File: config.mk
export PLATFORM = sky130hd
export DESIGN_NAME = hssg_front
export DESIGN_NICKNAME = d
export VERILOG_FILES = /design/src/design/hssg_pkg.sv /design/src/design/hssg_front.sv
export SDC_FILE = /design/constraint.sdc
export NUM_CORES = 1
export LEC_CHECK = 0
export BUFFER_PORTS_ARGS = -buffer_cell sky130_fd_sc_hd__buf_2
export CAP_MARGIN = 30
export CORE_MARGIN = 2
export CORE_UTILIZATION = 50
export CTS_BUF_LIST = sky130_fd_sc_hd__clkbuf_16
export DETAILED_ROUTE_END_ITERATION = 8
export PLACE_DENSITY = 0.71
export SKIP_LAST_GASP = 1
export SLEW_MARGIN = 20
export SYNTH_ARGS = -nofsm -noshare
export SYNTH_HDL_FRONTEND = slang
export SYNTH_SLANG_ARGS = --single-unit
File: constraint.sdc
create_clock -name clk -period 9.5 [get_ports clk]
set_clock_uncertainty 0.2 [all_clocks]
set_input_delay 0.475 -clock clk [delete_from_list [all_inputs] [get_ports clk]]
set_output_delay 0.475 -clock clk [all_outputs]
set_load 0.005 [all_outputs]
File: src/design/hssg_pkg.sv
`timescale 1ns / 1ps

package hssg_pkg;

    localparam int LANES     = 4;
    localparam int AMP_W     = 15;
    localparam int SINE_W    = 15;
    localparam int SAMPLE_W  = 16;
    localparam int CFG_W     = 32;
    localparam int CFG_IDX_W = 2;

    localparam logic [CFG_IDX_W-1:0] REG_AMPLITUDE     = 2'd0;
    localparam logic [CFG_IDX_W-1:0] REG_TUNING_WORD   = 2'd1;
    localparam logic [CFG_IDX_W-1:0] REG_FOUR_PARTIALS = 2'd2;

    localparam int DEF_SAMPLES_PER_RUN = 4096;
    localparam int DEF_TABLE_BITS      = 10;
    localparam int DEF_PHASE_BITS      = 32;
    localparam int QUEUE_DEPTH         = 4;

    // frequency multiple of each partial
    localparam int unsigned HARM_MULT [LANES] = '{1, 10, 100, 1000};

    // full divisor of each term: weight divisor times full-scale sine
    localparam int DIVISOR_W = 20;
    localparam logic [DIVISOR_W-1:0] DIVISOR [LANES] =
        '{20'd327670, 20'd655340, 20'd32767, 20'd163835};

    // floor(2^RECIP_SHIFT / DIVISOR); quotient comes out at most one low
    localparam int RECIP_SHIFT = 46;
    localparam logic [31:0] RECIP [LANES] = '{
        32'((64'd1 << RECIP_SHIFT) / 64'd327670),
        32'((64'd1 << RECIP_SHIFT) / 64'd655340),
        32'((64'd1 << RECIP_SHIFT) / 64'd32767),
        32'((64'd1 << RECIP_SHIFT) / 64'd163835)
    };

    localparam logic [63:0] HALF_PI_Q30 = 64'd1686629713;

    typedef struct packed {
        logic [AMP_W-1:0] amplitude;
        logic             four_partials;
    } synth_cfg_t;

    // First-quadrant sine magnitude, Q30 Taylor series, rounded to unsigned Q0.15.
    // Only evaluated at elaboration to fill the lookup table.
    function automatic logic [SINE_W-1:0] quarter_sine(input logic [31:0] r, input int tb);
        logic [63:0]        a;
        logic [63:0]        a2;
        logic [63:0]        term;
        logic [63:0]        v;
        logic signed [63:0] acc;
        a    = (64'(r) * HALF_PI_Q30) >> (tb - 2);
        a2   = (a * a) >> 30;
        term = a;
        acc  = $signed(a);
        term = ((term * a2) >> 30) / 64'd6;
        acc  = acc - $signed(term);
        term = ((term * a2) >> 30) / 64'd20;
        acc  = acc + $signed(term);
        term = ((term * a2) >> 30) / 64'd42;
        acc  = acc - $signed(term);
        term = ((term * a2) >> 30) / 64'd72;
        acc  = acc + $signed(term);
        term = ((term * a2) >> 30) / 64'd110;
        acc  = acc - $signed(term);
        if (acc < 0)
        begin
            acc = '0;
        end
        v = ((64'(acc) * 64'd32767) + (64'd1 << 29)) >> 30;
        if (v > 64'd32767)
        begin
            v = 64'd32767;
        end
        return v[SINE_W-1:0];
    endfunction

endpackage

File: src/design/hssg_front.sv
`timescale 1ns / 1ps

module hssg_front #(
    parameter int SAMPLES_PER_RUN = hssg_pkg::DEF_SAMPLES_PER_RUN,
    parameter int TABLE_BITS      = hssg_pkg::DEF_TABLE_BITS,
    parameter int PHASE_BITS      = hssg_pkg::DEF_PHASE_BITS
) (
    input  logic                                         clk,
    input  logic                                         rst_n,
    input  logic                                         tick_valid,
    output logic                                         tick_ready,
    input  logic                                         restart,
    input  logic [hssg_pkg::LANES-1:0][PHASE_BITS-1:0]   inc,
    output logic                                         q_push,
    output logic [hssg_pkg::LANES*TABLE_BITS:0]          q_data,
    input  logic                                         q_full
);
    import hssg_pkg::*;

    localparam int CNT_W = (SAMPLES_PER_RUN > 2) ? $clog2(SAMPLES_PER_RUN) : 1;

    logic [PHASE_BITS-1:0] phase_reg  [LANES];
    logic [PHASE_BITS-1:0] phase_next [LANES];
    logic [PHASE_BITS-1:0] base_phase [LANES];
    logic [CNT_W-1:0]      cnt_reg;
    logic [CNT_W-1:0]      cnt_next;
    logic [CNT_W-1:0]      base_cnt;
    logic                  is_last;
    logic                  accept;

    assign tick_ready = !q_full;
    assign accept     = tick_valid && !q_full;
    assign q_push     = accept;

    always_comb
    begin
        base_cnt = restart ? '0 : cnt_reg;
        is_last  = (base_cnt == CNT_W'(SAMPLES_PER_RUN - 1));
        cnt_next = is_last ? '0 : base_cnt + 1'b1;
        for (int k = 0; k < LANES; k++)
        begin
            base_phase[k] = restart ? '0 : phase_reg[k];
            // run ends: every accumulator starts over from zero
            phase_next[k] = is_last ? '0 : base_phase[k] + inc[k];
            q_data[k*TABLE_BITS +: TABLE_BITS] = base_phase[k][PHASE_BITS-1 -: TABLE_BITS];
        end
        q_data[LANES*TABLE_BITS] = is_last;
    end

    always_ff @(posedge clk or negedge rst_n)
    begin
        if (!rst_n)
        begin
            cnt_reg <= '0;
            for (int k = 0; k < LANES; k++)
            begin
                phase_reg[k] <= '0;
            end
        end
        else if (accept)
        begin
            cnt_reg <= cnt_next;
            for (int k = 0; k < LANES; k++)
            begin
                phase_reg[k] <= phase_next[k];
            end
        end
    end

    a_run_wraps: assert property (@(posedge clk) disable iff (!rst_n)
        accept && is_last |=> cnt_reg == '0 && phase_reg[0] == '0)
        else $error("run did not restart after last sample");

endmodule

== Yosys cells after proc, flatten, opt, wreduce, memory -nomap -nowiden ==
Cells that the tools add are included.
Cells by class
  add/subtract/negate cells: 5
  equality and inequality tests: 1
  multiplexer cells: 10
  reduce and logical (&&, ||, !) cells: 2
Operators with widths (count)
  $mux W32: 8
  $add A32 B32 Y32: 4
  $mux W12: 2
  $add A12 B1 Y12 const B: 1
  $eq A12 B12 Y1 const B: 1
  $logic_and A1 B1 Y1: 1
  $logic_not A1 Y1: 1
Word-level totals
  flip-flop bits (word level): 140
  input bits: 133
  output and inout port bits: 43

== Longest topological paths before layout ==
  depth after elaboration: 3
  mapped depth: 15
  depth with buffers taken out: 12

== Least setup slack after synthesis ==
OpenSTA, ideal clock, no wires.
  kind: input to register
  from: input restart
  to: register phase_reg[124] in the netlist's numbering
  arrival: 3.619 ns
  path slack: 5.548 ns
  cell stages on the path: 15
  path buffers: 3
  cells stage by stage: clkbuf_1 > clkbuf_1 > clkbuf_1 > nor2b_1 > ha_1 > fa_1 > a21oi_1 > o21ai_1 > a211oi_1 > o21ai_2 > a2111oi_2 > o311ai_0 > a21oi_1 > xor2_1 > o21ai_0
On the way
  word-level cells in the longest chain between the ends: 3
RTL lines
  start: declaration: RTL line hssg_front.sv:12  | input logic restart,
  $mux W32 or $mux W12 (tied branches): RTL line hssg_front.sv:42, hssg_front.sv:37
  $add A32 B32 Y32 or $eq A12 B12 Y1 (tied branches): RTL line hssg_front.sv:44, hssg_front.sv:38
  $mux W32 *: RTL line hssg_front.sv:44  | phase_next[k] = is_last ? '0 : base_phase[k] + inc[k];
  end signal: indexed assignment: RTL line hssg_front.sv:65  | phase_reg[k] <= phase_next[k];
  end: declaration: RTL line hssg_front.sv:22  | logic [PHASE_BITS-1:0] phase_reg [LANES];
Mark *: on every way between the ends. The rest lies on a longest branch, timed or not.
A chain may end at the register's enable or synchronous reset.

== Worst setup path after layout ==
Ends and elaborated chain as after synthesis.

==> impl_metrics.toml <==
[global_routing]
overflow = 0
grt_pass1_vias = 11220
antenna_found_initial = 3
grt_util_all_layers = 0.2530
grt_max_degree = 98
grt_first_pass_wirelength_mm = 55.22

[clock_tree]
h-tree-depth = 4
clk_latency_ns = 0.42
numCtsBuffers = 17
cts_num_sinks = 140
cts_buffer_depth = 2
path_clk_slew_ns = 0.06
cts_tree = "yes"
postCtsSetupBuffers = 0
root_buffer = "clkbuf_16"

[yosys]
synth_edf_count = 0
avgSynthCellArea_um2 = 8.065
netlist.area_leader.share = 0.2763
ys_seq_area_frac = 0.2763
synth.distinct_cells = 70
netlist_instances = 1572
ys.flop_type = "dfrtp_1"
mappedNetlistArea_um2 = 12680
ys_ff_latch = 140
ys_top_cells_by_area = "dfrtp_1 28%, ha_1 12%, nor2b_1 6.8%"
synth-async-reset-ratio = 1.000
synth_top_area_cell = "dfrtp_1"
synth_nets = 1834
ys_warn_count = 0

[placed_design]
dp_slack_ns = 4.510
portBuffers = 175
place_congestion = 0.9002
dp_hpwl_mm = 23.84

[min_path]
hold_depth = 4
hold_path_end = "phase_reg[64]$_DFFE_PN0P_"
hold_path.startpoint = "inc[32]"
hold_class = "primary input to flop"

[worst_setup_path]
crit_buf_inv = 2
cp.arrival_ns = 4.67
setup.worst_path.start_class = "primary input"
end_kind = "flop"
crit_type = "primary input to flop"
r2r_slack_ns = 5.75
crit_chain = "buf_4 > buf_4 > nor2b_1 > ha_1 > fa_1 > a21oi_1 > o21ai_1 > a211oi_1 > o21ai_2 > a2111oi_2 > o311ai_0 > a21oi_1 > xor2_1 > o21ai_0"
r2r_start = "cnt_reg[0]$_DFFE_PN0P_"
crit_path_max_fanout = 73
rr_worst_depth = 9
slowest_stage = "buf_4"
critPathTopFamily = "compound AO/OA/AOI/OAI gates"
crit_required_ns = 9.59
cpPeakStageDelay_ns = 0.78
r2r_end = "phase_reg[127]$_DFFE_PN0P_"

[pwr]
p_leak_nw = 6.930
peakVddDrop_mv = 0.1048
cellPowerDensity_nw_per_um2 = 204.3
power_frac_seq = 0.296
swShare = 0.3809
power.switching_mw = 1.115
pwr-share-comb = 0.464
clkPwrFrac = 0.241
internal_power_mw = 1.813

[cells_and_area]
fillers = 2375
multiInputGateArea_um2 = 8757
area_growth_pct = 13.06
largest_register_ffs = 128
drive_gt1_frac = 0.1377
fin_nets = 1948
regArea_um2 = 3503

[timing]
hold_viol_final = 0
fin_hold_ws_ns = 0.2106
fmax_mhz = 218.2
timing.final.crit_share = 0.4824
period_minus_slack_ns = 4.583
worst_pin_slew_ns = 0.9214
rsz0062_at_grt = "false"
tns_ns = 0
maxSlewViolCount = 0
slew-limit-headroom = 0.3857
setup_violations = 0
fin_ws_ns = 4.917

[die]
core_area_um2 = 25040
chipHeight_um = 163.2
die_w_um = 163.2
io_pins = 176
die-area_um2 = 26650
std_cell_rows = 58
start_util = 0.5064

[detailed_routing]
routed_wl_mm = 33.18
wire_per_inst_um = 16.34
via_per_inst = 5.780
drtIter0Drc = 760
first_pass_iters = 5
vias = 11740
drc_errors = 0
ant_nets = 0

[run_status]
status = "finished, final reports clean"

[flow_run]
drv_cap = 0
==> timing repair <==
| action | in CTS | in global routing |
|---|---|---|
| resized for setup | 0 | 0 |
| hold buffers | 1 | 0 |
| hold endpoints to repair | 77 | 0 |
==> power by group through the flow <==
| stage | logic, mW | clock network, mW | registers (mW) |
|---|---|---|---|
| floorplan | 1.05 | 0 | 0.847 |
| global placement | 1.32 | 0 | 0.867 |
| detailed placement | 1.34 | 0 | 0.872 |
| CTS | 1.36 | 0.714 | 0.864 |
| global route | 1.54 | 0.740 | 0.889 |
| finish | 1.36 | 0.704 | 0.865 |
==> Yosys cell counts, types with 24 or more instances <==
| cell type | n |
|---|---|
| a21o_1 | 73 |
| a21oi_1 | 128 |
| clkbuf_1 | 80 |
| dfrtp_1 | 140 |
| ha_1 | 125 |
| inv_1 | 24 |
| nand2_1 | 214 |
| nand3_1 | 44 |
| nand4_1 | 27 |
| nor2_1 | 54 |
| nor2b_1 | 138 |
| o21ai_0 | 147 |
| o21bai_1 | 25 |
| o31ai_1 | 43 |
| xnor2_1 | 59 |
| xor2_1 | 56 |
==> through the flow <==
stage	total power [mW]	instance area, um^2	utilization	instances
detailed placement	2.216	13690	0.5468	1995
CTS	2.934	14310	0.5714	2028
global placement	2.190	13690	0.5468	1995
floorplan	1.896	12680	-	1572
global route	3.164	14330	0.5723	2029
finish	2.928	14330	0.5725	2031
==> tightest hold or removal path, stage by stage <==
cell and delay, ns:
buf_2 0.09, ha_1 0.12, nand3_1 0.06, nand2_1 0.06
==> layer usage <==
| metal | routed length [um] | up-vias | GRT usage |
|---|---|---|---|
| met3 | 1692 | 28 | 0.04444 |
| met1 | 15940 | 5543 | 0.3520 |
| met5 | 13 | - | 0 |
| li1 | - | 5889 | - |
| met2 | 15150 | 278 | 0.4122 |
| met4 | 387 | 2 | 0.05430 |
==> area by class of cell <==
| class | count | share of cell area |
|---|---|---|
| antenna | 2 | 0.0003492 |
| clock buffer | 17 | 0.02968 |
| clock inverter | 15 | 0.01257 |
| inverter | 24 | 0.006285 |
| multi-input combinational | 1320 | 0.6109 |
| sequential | 140 | 0.2444 |
| tap | 330 | 0.02881 |
| timing repair buffer | 183 | 0.06695 |
==> cells in the final DEF, fill, tap and decap left out, types with 5 or more instances in the layout <==
cell type and instances:
dfrtp_1 140, a41oi_1 8, buf_4 7, nand2_1 212
or2_2 6, o21ai_0 147, and4_1 5, inv_1 26
nor2b_1 138, o21bai_1 25, a21o_1 73, nand4_1 27
and3_1 16, nor2_1 53, a211oi_1 15, buf_2 173
xnor2_1 59, nand3_1 44, o211ai_1 6, xor2_1 56
a21oi_1 128, a31oi_1 15, a22o_1 7, nand2b_1 10
clkbuf_16 17, ha_1 125, nor3_1 16, o21a_1 5
o31ai_1 43, and2_1 9
==> kinds of logic after synthesis <==
logic type      after synthesis  synth area share
simple gates                553            0.2174
compound gates              520            0.2607
flops                       140            0.2763
fa+ha+maj                   129            0.1297
xor+xnor                    115           0.07944
buf+inv                     112           0.03395
mux                           3          0.002467
==> how the worst max path moves through the flow <==
stage,startpoint,end,cells after the start
after floorplan,restart,phase_reg[124]$_DFFE_PN0P_,15
after global placement,restart,phase_reg[124]$_DFFE_PN0P_,14
after detailed placement,restart,phase_reg[124]$_DFFE_PN0P_,14
after CTS,restart,phase_reg[124]$_DFFE_PN0P_,14
after global routing,restart,phase_reg[124]$_DFFE_PN0P_,14
final,restart,phase_reg[124]$_DFFE_PN0P_,14
Note: power is estimated with default switching activity, not from simulation.
