[config.mk]
export PLATFORM = sky130hd
export DESIGN_NAME = hssg_queue
export DESIGN_NICKNAME = d
export VERILOG_FILES = /design/src/design/hssg_pkg.sv /design/src/design/hssg_queue.sv
export SDC_FILE = /design/constraint.sdc
export NUM_CORES = 1
export LEC_CHECK = 0
export BUFFER_PORTS_ARGS = -buffer_cell sky130_fd_sc_hd__buf_2
export CAP_MARGIN = 20
export CORE_UTILIZATION = 40
export DETAILED_ROUTE_END_ITERATION = 10
export GPL_TIMING_DRIVEN = 0
export HOLD_SLACK_MARGIN = 0.03
export PLACE_DENSITY = 0.64
export SLEW_MARGIN = 20
export SYNTH_ARGS = -nofsm -noshare
export SYNTH_HDL_FRONTEND = slang
export SYNTH_SLANG_ARGS = --single-unit
[constraint.sdc]
create_clock -name clk -period 3.99 [get_ports clk]
set_input_delay 0.5985 -clock clk [delete_from_list [all_inputs] [get_ports clk]]
set_output_delay 0.5985 -clock clk [all_outputs]
set_load 0.02 [all_outputs]
[src/design/hssg_pkg.sv]
`timescale 1ns / 1ps

package hssg_pkg;

    localparam int LANES     = 4;
    localparam int AMP_W     = 15;
    localparam int SINE_W    = 15;
    localparam int SAMPLE_W  = 16;
    localparam int CFG_W     = 32;
    localparam int CFG_IDX_W = 2;

    localparam logic [CFG_IDX_W-1:0] REG_AMPLITUDE     = 2'd0;
    localparam logic [CFG_IDX_W-1:0] REG_TUNING_WORD   = 2'd1;
    localparam logic [CFG_IDX_W-1:0] REG_FOUR_PARTIALS = 2'd2;

    localparam int DEF_SAMPLES_PER_RUN = 4096;
    localparam int DEF_TABLE_BITS      = 10;
    localparam int DEF_PHASE_BITS      = 32;
    localparam int QUEUE_DEPTH         = 4;

    // frequency multiple of each partial
    localparam int unsigned HARM_MULT [LANES] = '{1, 10, 100, 1000};

    // full divisor of each term: weight divisor times full-scale sine
    localparam int DIVISOR_W = 20;
    localparam logic [DIVISOR_W-1:0] DIVISOR [LANES] =
        '{20'd327670, 20'd655340, 20'd32767, 20'd163835};

    // floor(2^RECIP_SHIFT / DIVISOR); quotient comes out at most one low
    localparam int RECIP_SHIFT = 46;
    localparam logic [31:0] RECIP [LANES] = '{
        32'((64'd1 << RECIP_SHIFT) / 64'd327670),
        32'((64'd1 << RECIP_SHIFT) / 64'd655340),
        32'((64'd1 << RECIP_SHIFT) / 64'd32767),
        32'((64'd1 << RECIP_SHIFT) / 64'd163835)
    };

    localparam logic [63:0] HALF_PI_Q30 = 64'd1686629713;

    typedef struct packed {
        logic [AMP_W-1:0] amplitude;
        logic             four_partials;
    } synth_cfg_t;

    // First-quadrant sine magnitude, Q30 Taylor series, rounded to unsigned Q0.15.
    // Only evaluated at elaboration to fill the lookup table.
    function automatic logic [SINE_W-1:0] quarter_sine(input logic [31:0] r, input int tb);
        logic [63:0]        a;
        logic [63:0]        a2;
        logic [63:0]        term;
        logic [63:0]        v;
        logic signed [63:0] acc;
        a    = (64'(r) * HALF_PI_Q30) >> (tb - 2);
        a2   = (a * a) >> 30;
        term = a;
        acc  = $signed(a);
        term = ((term * a2) >> 30) / 64'd6;
        acc  = acc - $signed(term);
        term = ((term * a2) >> 30) / 64'd20;
        acc  = acc + $signed(term);
        term = ((term * a2) >> 30) / 64'd42;
        acc  = acc - $signed(term);
        term = ((term * a2) >> 30) / 64'd72;
        acc  = acc + $signed(term);
        term = ((term * a2) >> 30) / 64'd110;
        acc  = acc - $signed(term);
        if (acc < 0)
        begin
            acc = '0;
        end
        v = ((64'(acc) * 64'd32767) + (64'd1 << 29)) >> 30;
        if (v > 64'd32767)
        begin
            v = 64'd32767;
        end
        return v[SINE_W-1:0];
    endfunction

endpackage

[src/design/hssg_queue.sv]
`timescale 1ns / 1ps

module hssg_queue #(
    parameter int WIDTH = 41,
    parameter int DEPTH = hssg_pkg::QUEUE_DEPTH
) (
    input  logic             clk,
    input  logic             rst_n,
    input  logic             push,
    input  logic [WIDTH-1:0] push_data,
    output logic             full,
    input  logic             pop,
    output logic [WIDTH-1:0] pop_data,
    output logic             not_empty
);
    import hssg_pkg::*;

    localparam int PTR_W = (DEPTH > 1) ? $clog2(DEPTH) : 1;
    localparam int CNT_W = $clog2(DEPTH + 1);

    logic [WIDTH-1:0] mem [DEPTH];
    logic [PTR_W-1:0] wr_ptr_reg;
    logic [PTR_W-1:0] rd_ptr_reg;
    logic [CNT_W-1:0] count_reg;
    logic [PTR_W-1:0] wr_ptr_next;
    logic [PTR_W-1:0] rd_ptr_next;
    logic [CNT_W-1:0] count_next;

    assign full      = (count_reg == CNT_W'(DEPTH));
    assign not_empty = (count_reg != '0);
    assign pop_data  = mem[rd_ptr_reg];

    always_comb
    begin
        wr_ptr_next = wr_ptr_reg;
        rd_ptr_next = rd_ptr_reg;
        count_next  = count_reg;
        if (push)
        begin
            wr_ptr_next = (wr_ptr_reg == PTR_W'(DEPTH - 1)) ? '0 : wr_ptr_reg + 1'b1;
        end
        if (pop)
        begin
            rd_ptr_next = (rd_ptr_reg == PTR_W'(DEPTH - 1)) ? '0 : rd_ptr_reg + 1'b1;
        end
        if (push && !pop)
        begin
            count_next = count_reg + 1'b1;
        end
        else if (pop && !push)
        begin
            count_next = count_reg - 1'b1;
        end
    end

    always_ff @(posedge clk or negedge rst_n)
    begin
        if (!rst_n)
        begin
            wr_ptr_reg <= '0;
            rd_ptr_reg <= '0;
            count_reg  <= '0;
        end
        else
        begin
            wr_ptr_reg <= wr_ptr_next;
            rd_ptr_reg <= rd_ptr_next;
            count_reg  <= count_next;
        end
    end

    always_ff @(posedge clk)
    begin
        if (push)
        begin
            mem[wr_ptr_reg] <= push_data;
        end
    end

    a_no_overflow: assert property (@(posedge clk) disable iff (!rst_n) push |-> !full)
        else $error("item pushed into full queue");
    a_no_underflow: assert property (@(posedge clk) disable iff (!rst_n) pop |-> not_empty)
        else $error("item popped from empty queue");
    a_count_bound: assert property (@(posedge clk) disable iff (!rst_n)
        count_reg <= CNT_W'(DEPTH))
        else $error("queue count beyond depth");

endmodule

# --- Word level (Yosys, flattened, before mapping) ---
# Memory sizes are Yosys's and may differ from the RTL's.
# Cells that the tools add are included.
# Widths: inputs -> output; s select.
op_classes:
  n_eq_ne: 3
  reduce_logical: 6
  mux: 6
  addsub: 4
op_table:
  columns: ["op", "n"]
  rows:
  - ["$mux 3", 2]
  - ["$add 2x1->2 const B", 2]
  - ["$eq 2x2->1 const B", 2]
  - ["$mux 2", 2]
  - ["$add 3x1->3 const B", 1]
  - ["$eq 3x3->1 const B", 1]
  - ["$reduce_bool 3->1", 1]
  - ["$sub 3x1->3 const B", 1]
  - ["$logic_and 1x1->1", 2]
  - ["$logic_not 1->1", 2]
  - ["$mux 1", 2]
  - ["$reduce_bool 2->1", 1]
word_totals:
  output_inout_bits: 43
  ramBits: 164
  elab_cells: 23
  n_memories: 1
  ff_bits: 7
mem_list:
  columns: ["name", "words", "width", "rd", "rd_ports_with_merged_regs", "write_ports", "line_no", "source"]
  rows:
  - ["mem", 4, 41, 1, 0, 1, "hssg_queue.sv:21", "logic [WIDTH-1:0] mem [DEPTH];"]

# --- Depth between registers and ports, before layout ---
logic_depth:
  depth_word: 4
  mapped_depth: 7

# --- Least setup slack after synthesis ---
# No wires, ideal clock.
synth_timing:
  kind: "register to register"
  startpoint: "register wr_ptr_reg[0]"
  endpoint: "memory mem[0][0], enable pin"
  slack_ps: 1973
  stages_incl_launch_ff: 4
  n_path_buf: 0
  arrival_ps: 1615
  cell_sequence: "dfrtp_1 inv_1 ha_1 and2_1"
synth_rtl:
  columns: ["element", "line_no", "source"]
  rows:
  - ["start: declaration", "hssg_queue.sv:22", "logic [PTR_W-1:0] wr_ptr_reg;"]
  - ["start signal: assignment", "hssg_queue.sv:66", "wr_ptr_reg <= wr_ptr_next;"]
  - ["end: declaration", "hssg_queue.sv:21", null]
# Straight into the memory's write port.

# --- Final worst setup path ---
layout_timing:
  startpoint: "register rd_ptr_reg[1]"
  endpoint: "output pop_data[11]"
layout_via:
  elab_chain_len: 1
layout_rtl:
  columns: ["element", "line_no", "source"]
  rows:
  - ["start: declaration", "hssg_queue.sv:23", "logic [PTR_W-1:0] rd_ptr_reg;"]
  - ["start signal: assignment", "hssg_queue.sv:67", "rd_ptr_reg <= rd_ptr_next;"]
  - ["$mem_v2 4x41", null, null]
  - ["end: declaration", "hssg_queue.sv:13", "output logic [WIDTH-1:0] pop_data,"]
# No other way between the ends.

==> results.md <==
- Status: finished, final reports clean
- Maximum count of clock buffers along a single path: 2
- Number of flip-flops in the largest register: ~160
- Area growth from synthesis to final layout: 21.5%
- Worst-skew pair later-pin latency: around 0.42 ns
- RSZ-0062 raised after global routing: no
- Via Count: approximately 2800
- Yosys warning total: 0
- CTS clk-pin slew, worst paths: ~0.06 ns
- Maximum vdd ir drop: about 310 uV
- Number of max-cap violations: 0
- CTS tree: yes
- Post-route ant nets: 0
- Final Net Count: slightly above 400
- Total wirelength of the detailed-routed design: ~11000 um
- Worst setup path class: reg -> out
- Post-route clock skew: 0.00730 ns
- Least-Margin Pin Slew: 0.685 ns
- Sequential-to-total area share from yosys stat: 0.798
- Final critical delay including setup and external delays: about 2.5 ns
- Avg Synthesized Cell Area: 25.3 um^2
- Post-route setup slack: roughly 1.4 ns
- Slew Limit Headroom: 0.543
- Signal arrival time at the worst endpoint: 1.94 ns
- Antenna fix cells: 0
- Setup Fix Bufs, Post-CTS: 0
- Total nets after synthesis: slightly above 300
- Number of cells upsized or downsized after cts: 0
- Post-synth EDFFs: 164
- Worst hold slack: between 0.3 and 0.4 ns
- Maximum number of pins on one net before global-route repair: 42
- Gate count of the mapped netlist: 252
- Clock buffers created by TritonCTS: 17
- Die Y: around 130 um
- Fmax: about 0.39 GHz
- Hold Vio Cnt, Final: 0
- Path type of the worst min-delay path: in -> reg
- Area of the mapped netlist: between 6000 and 7000 um^2
- Port bufs: 87
- Seq cells post-synth: 171
- 1st-pass router iterations: 4
- Fraction of final layout cells sized beyond drive strength 1: 0.452
- Wire length per cell after detailed routing: 18.9 um
- Width of the die: 128 um
- Unique masters post-synth: 20
- Total Neg Setup Slack: 0 ns
- IO Pins: between 80 and 90
- Power per cell area: about 770 nW/um^2
- Worst Setup Slack post-DPL: 1.89 ns
- Number of buffers inserted by hold repair at cts: 1
- Synth async-reset ratio: 0.0409
- Final Max Slew Viols: 0
- Worst EP required: about 3.4 ns
- Per-cell via count in the routed design: 4.86
- Number of design-rule violations left by the first detailed-router iteration: between 150 and 200
- Top flip-flop cell by instance count after synthesis: sky130_fd_sc_hd__edfxtp_1
- Overall power after layout: between 6000 and 7000 uW
- Initial antenna violation count: 0
- Leak pwr: 0.00271 uW
- Die footprint: approximately 16000 um^2
- Final worst-path cycle share: 0.637
- Starting Density: 0.416
- Maximum fanout count along the critical path: 10
- Element type at the critical path start: flip-flop
- Detailed-route DRC error count: 0
- Floorplan core area: about 15000 um^2
- Placed wire-length estimate: slightly above 6000 um
- Row cnt: between 40 and 50
- Setup violation total in the final timing report: 0
- Root buffer cell: sky130_fd_sc_hd__clkbuf_16
- Worst R2R Setup Slack: 2.31 ns
- Aggregate global-route resource usage: 0.145
- Wire length of the first global-routing pass: between 15000 and 20000 um
- Final core occ: 0.505
- CTS sink cnt: around 170
- Critical path capture point type: primary output
- Routability cong.: a little over 0.6
- Total number of H-tree levels: 4
- GRT Residual Overflow: 0
- Vias in the first global route: approximately 3100
==> metal layers <==
layer	vias to the layer above	routed length, um	GRT usage
met5	-	0	0
met1	1469	4920	0.181
met3	13	526	0.0432
li1	1279	-	-
met2	75	5370	0.233
met4	0	198	0.0706
==> synthesized netlist by cell type, drive strengths merged, types with 2 or more instances <==
cell | instances | area share
and2 | 4 | 0.0039
buf | 9 | 0.017
dfrtp | 7 | 0.027
edfxtp | 164 | 0.77
ha | 6 | 0.012
inv | 4 | 0.0023
mux2 | 3 | 0.0053
mux4 | 41 | 0.15
nand2 | 2 | 0.0012
nor2 | 3 | 0.0018
o21ai | 2 | 0.0016
xor2 | 2 | 0.0027
==> power breakdown <==
group          leakage, uW  internal, uW  switching [uW]
Clock             0.000314          1170             647
Combinational     0.000803           779            1030
Sequential         0.00159          2310            79.1
Total              0.00271          4250            1760
==> logic make-up (layout without fill, tap and decap cells) <==
family	Yosys count	after routing	share of synthesized area
flops	171	171	0.798
mux	44	44	0.152
buf+inv	14	134	0.0204
simple gates	11	11	0.00901
fa+ha+maj	7	7	0.0149
xor+xnor	3	3	0.00411
compound gates	2	2	0.00157
==> stage by stage <==
stage | std cells | instance area (um^2)
2_1_floorplan | 252 | 6390
5_1_grt | 583 | 7760
3_5_place_dp | 550 | 7100
4_1_cts | 583 | 7760
3_3_place_gp | 550 | 7090
6_report | 583 | 7760
==> worst paths after layout <==
check | from | end | cells after the start
max | rd_ptr_reg[1] | pop_data[11] | 4
min | push_data[36] | mem[0][36] | 1
max reg2reg | wr_ptr_reg[0] | mem[0][17] | 3
min reg2reg | count_reg[2] | count_reg[2] | 1
max in group asynchronous | rst_n | rd_ptr_reg[1] | 2
min in group asynchronous | rst_n | wr_ptr_reg[1] | 2
==> layout make-up <==
type	instances	area, um^2
timing repair buffer	88	445
multi-input combinational	67	1170
tap	211	264
inverter	4	15.0
buffer	10	115
clock inverter	14	225
sequential	171	5100
clock buffer	18	429
fill	1238	7610
==> layout by cell type (no fill, tap or decap) <==
cell type                       instances
sky130_fd_sc_hd__edfxtp_1             164
sky130_fd_sc_hd__buf_2                 91
sky130_fd_sc_hd__mux4_2                38
sky130_fd_sc_hd__clkbuf_16             17
sky130_fd_sc_hd__dfrtp_1                7
sky130_fd_sc_hd__ha_1                   6
sky130_fd_sc_hd__bufinv_16              6
sky130_fd_sc_hd__inv_1                  4
sky130_fd_sc_hd__buf_12                 4
sky130_fd_sc_hd__and2_4                 4
sky130_fd_sc_hd__clkinv_1               4
sky130_fd_sc_hd__mux4_1                 3
sky130_fd_sc_hd__mux2_2                 3
sky130_fd_sc_hd__nor2_1                 3
sky130_fd_sc_hd__clkbuf_1               2
sky130_fd_sc_hd__nand2_1                2
sky130_fd_sc_hd__o21ai_0                2
sky130_fd_sc_hd__xor2_1                 2
sky130_fd_sc_hd__clkinv_4               2
sky130_fd_sc_hd__buf_6                  1
sky130_fd_sc_hd__or3_1                  1
sky130_fd_sc_hd__nor3b_1                1
sky130_fd_sc_hd__xnor2_1                1
sky130_fd_sc_hd__fa_1                   1
sky130_fd_sc_hd__clkinvlp_4             1
sky130_fd_sc_hd__clkinv_2               1
sky130_fd_sc_hd__dlygate4sd3_1          1
==> critical path, stage by stage, from the launching register on <==
cell and delay (ns):
sky130_fd_sc_hd__dfrtp_1 0.35, sky130_fd_sc_hd__clkbuf_1 0.24, sky130_fd_sc_hd__buf_2 0.36, sky130_fd_sc_hd__mux4_2 0.39, sky130_fd_sc_hd__buf_2 0.18
(Power assumes the default switching activity.)
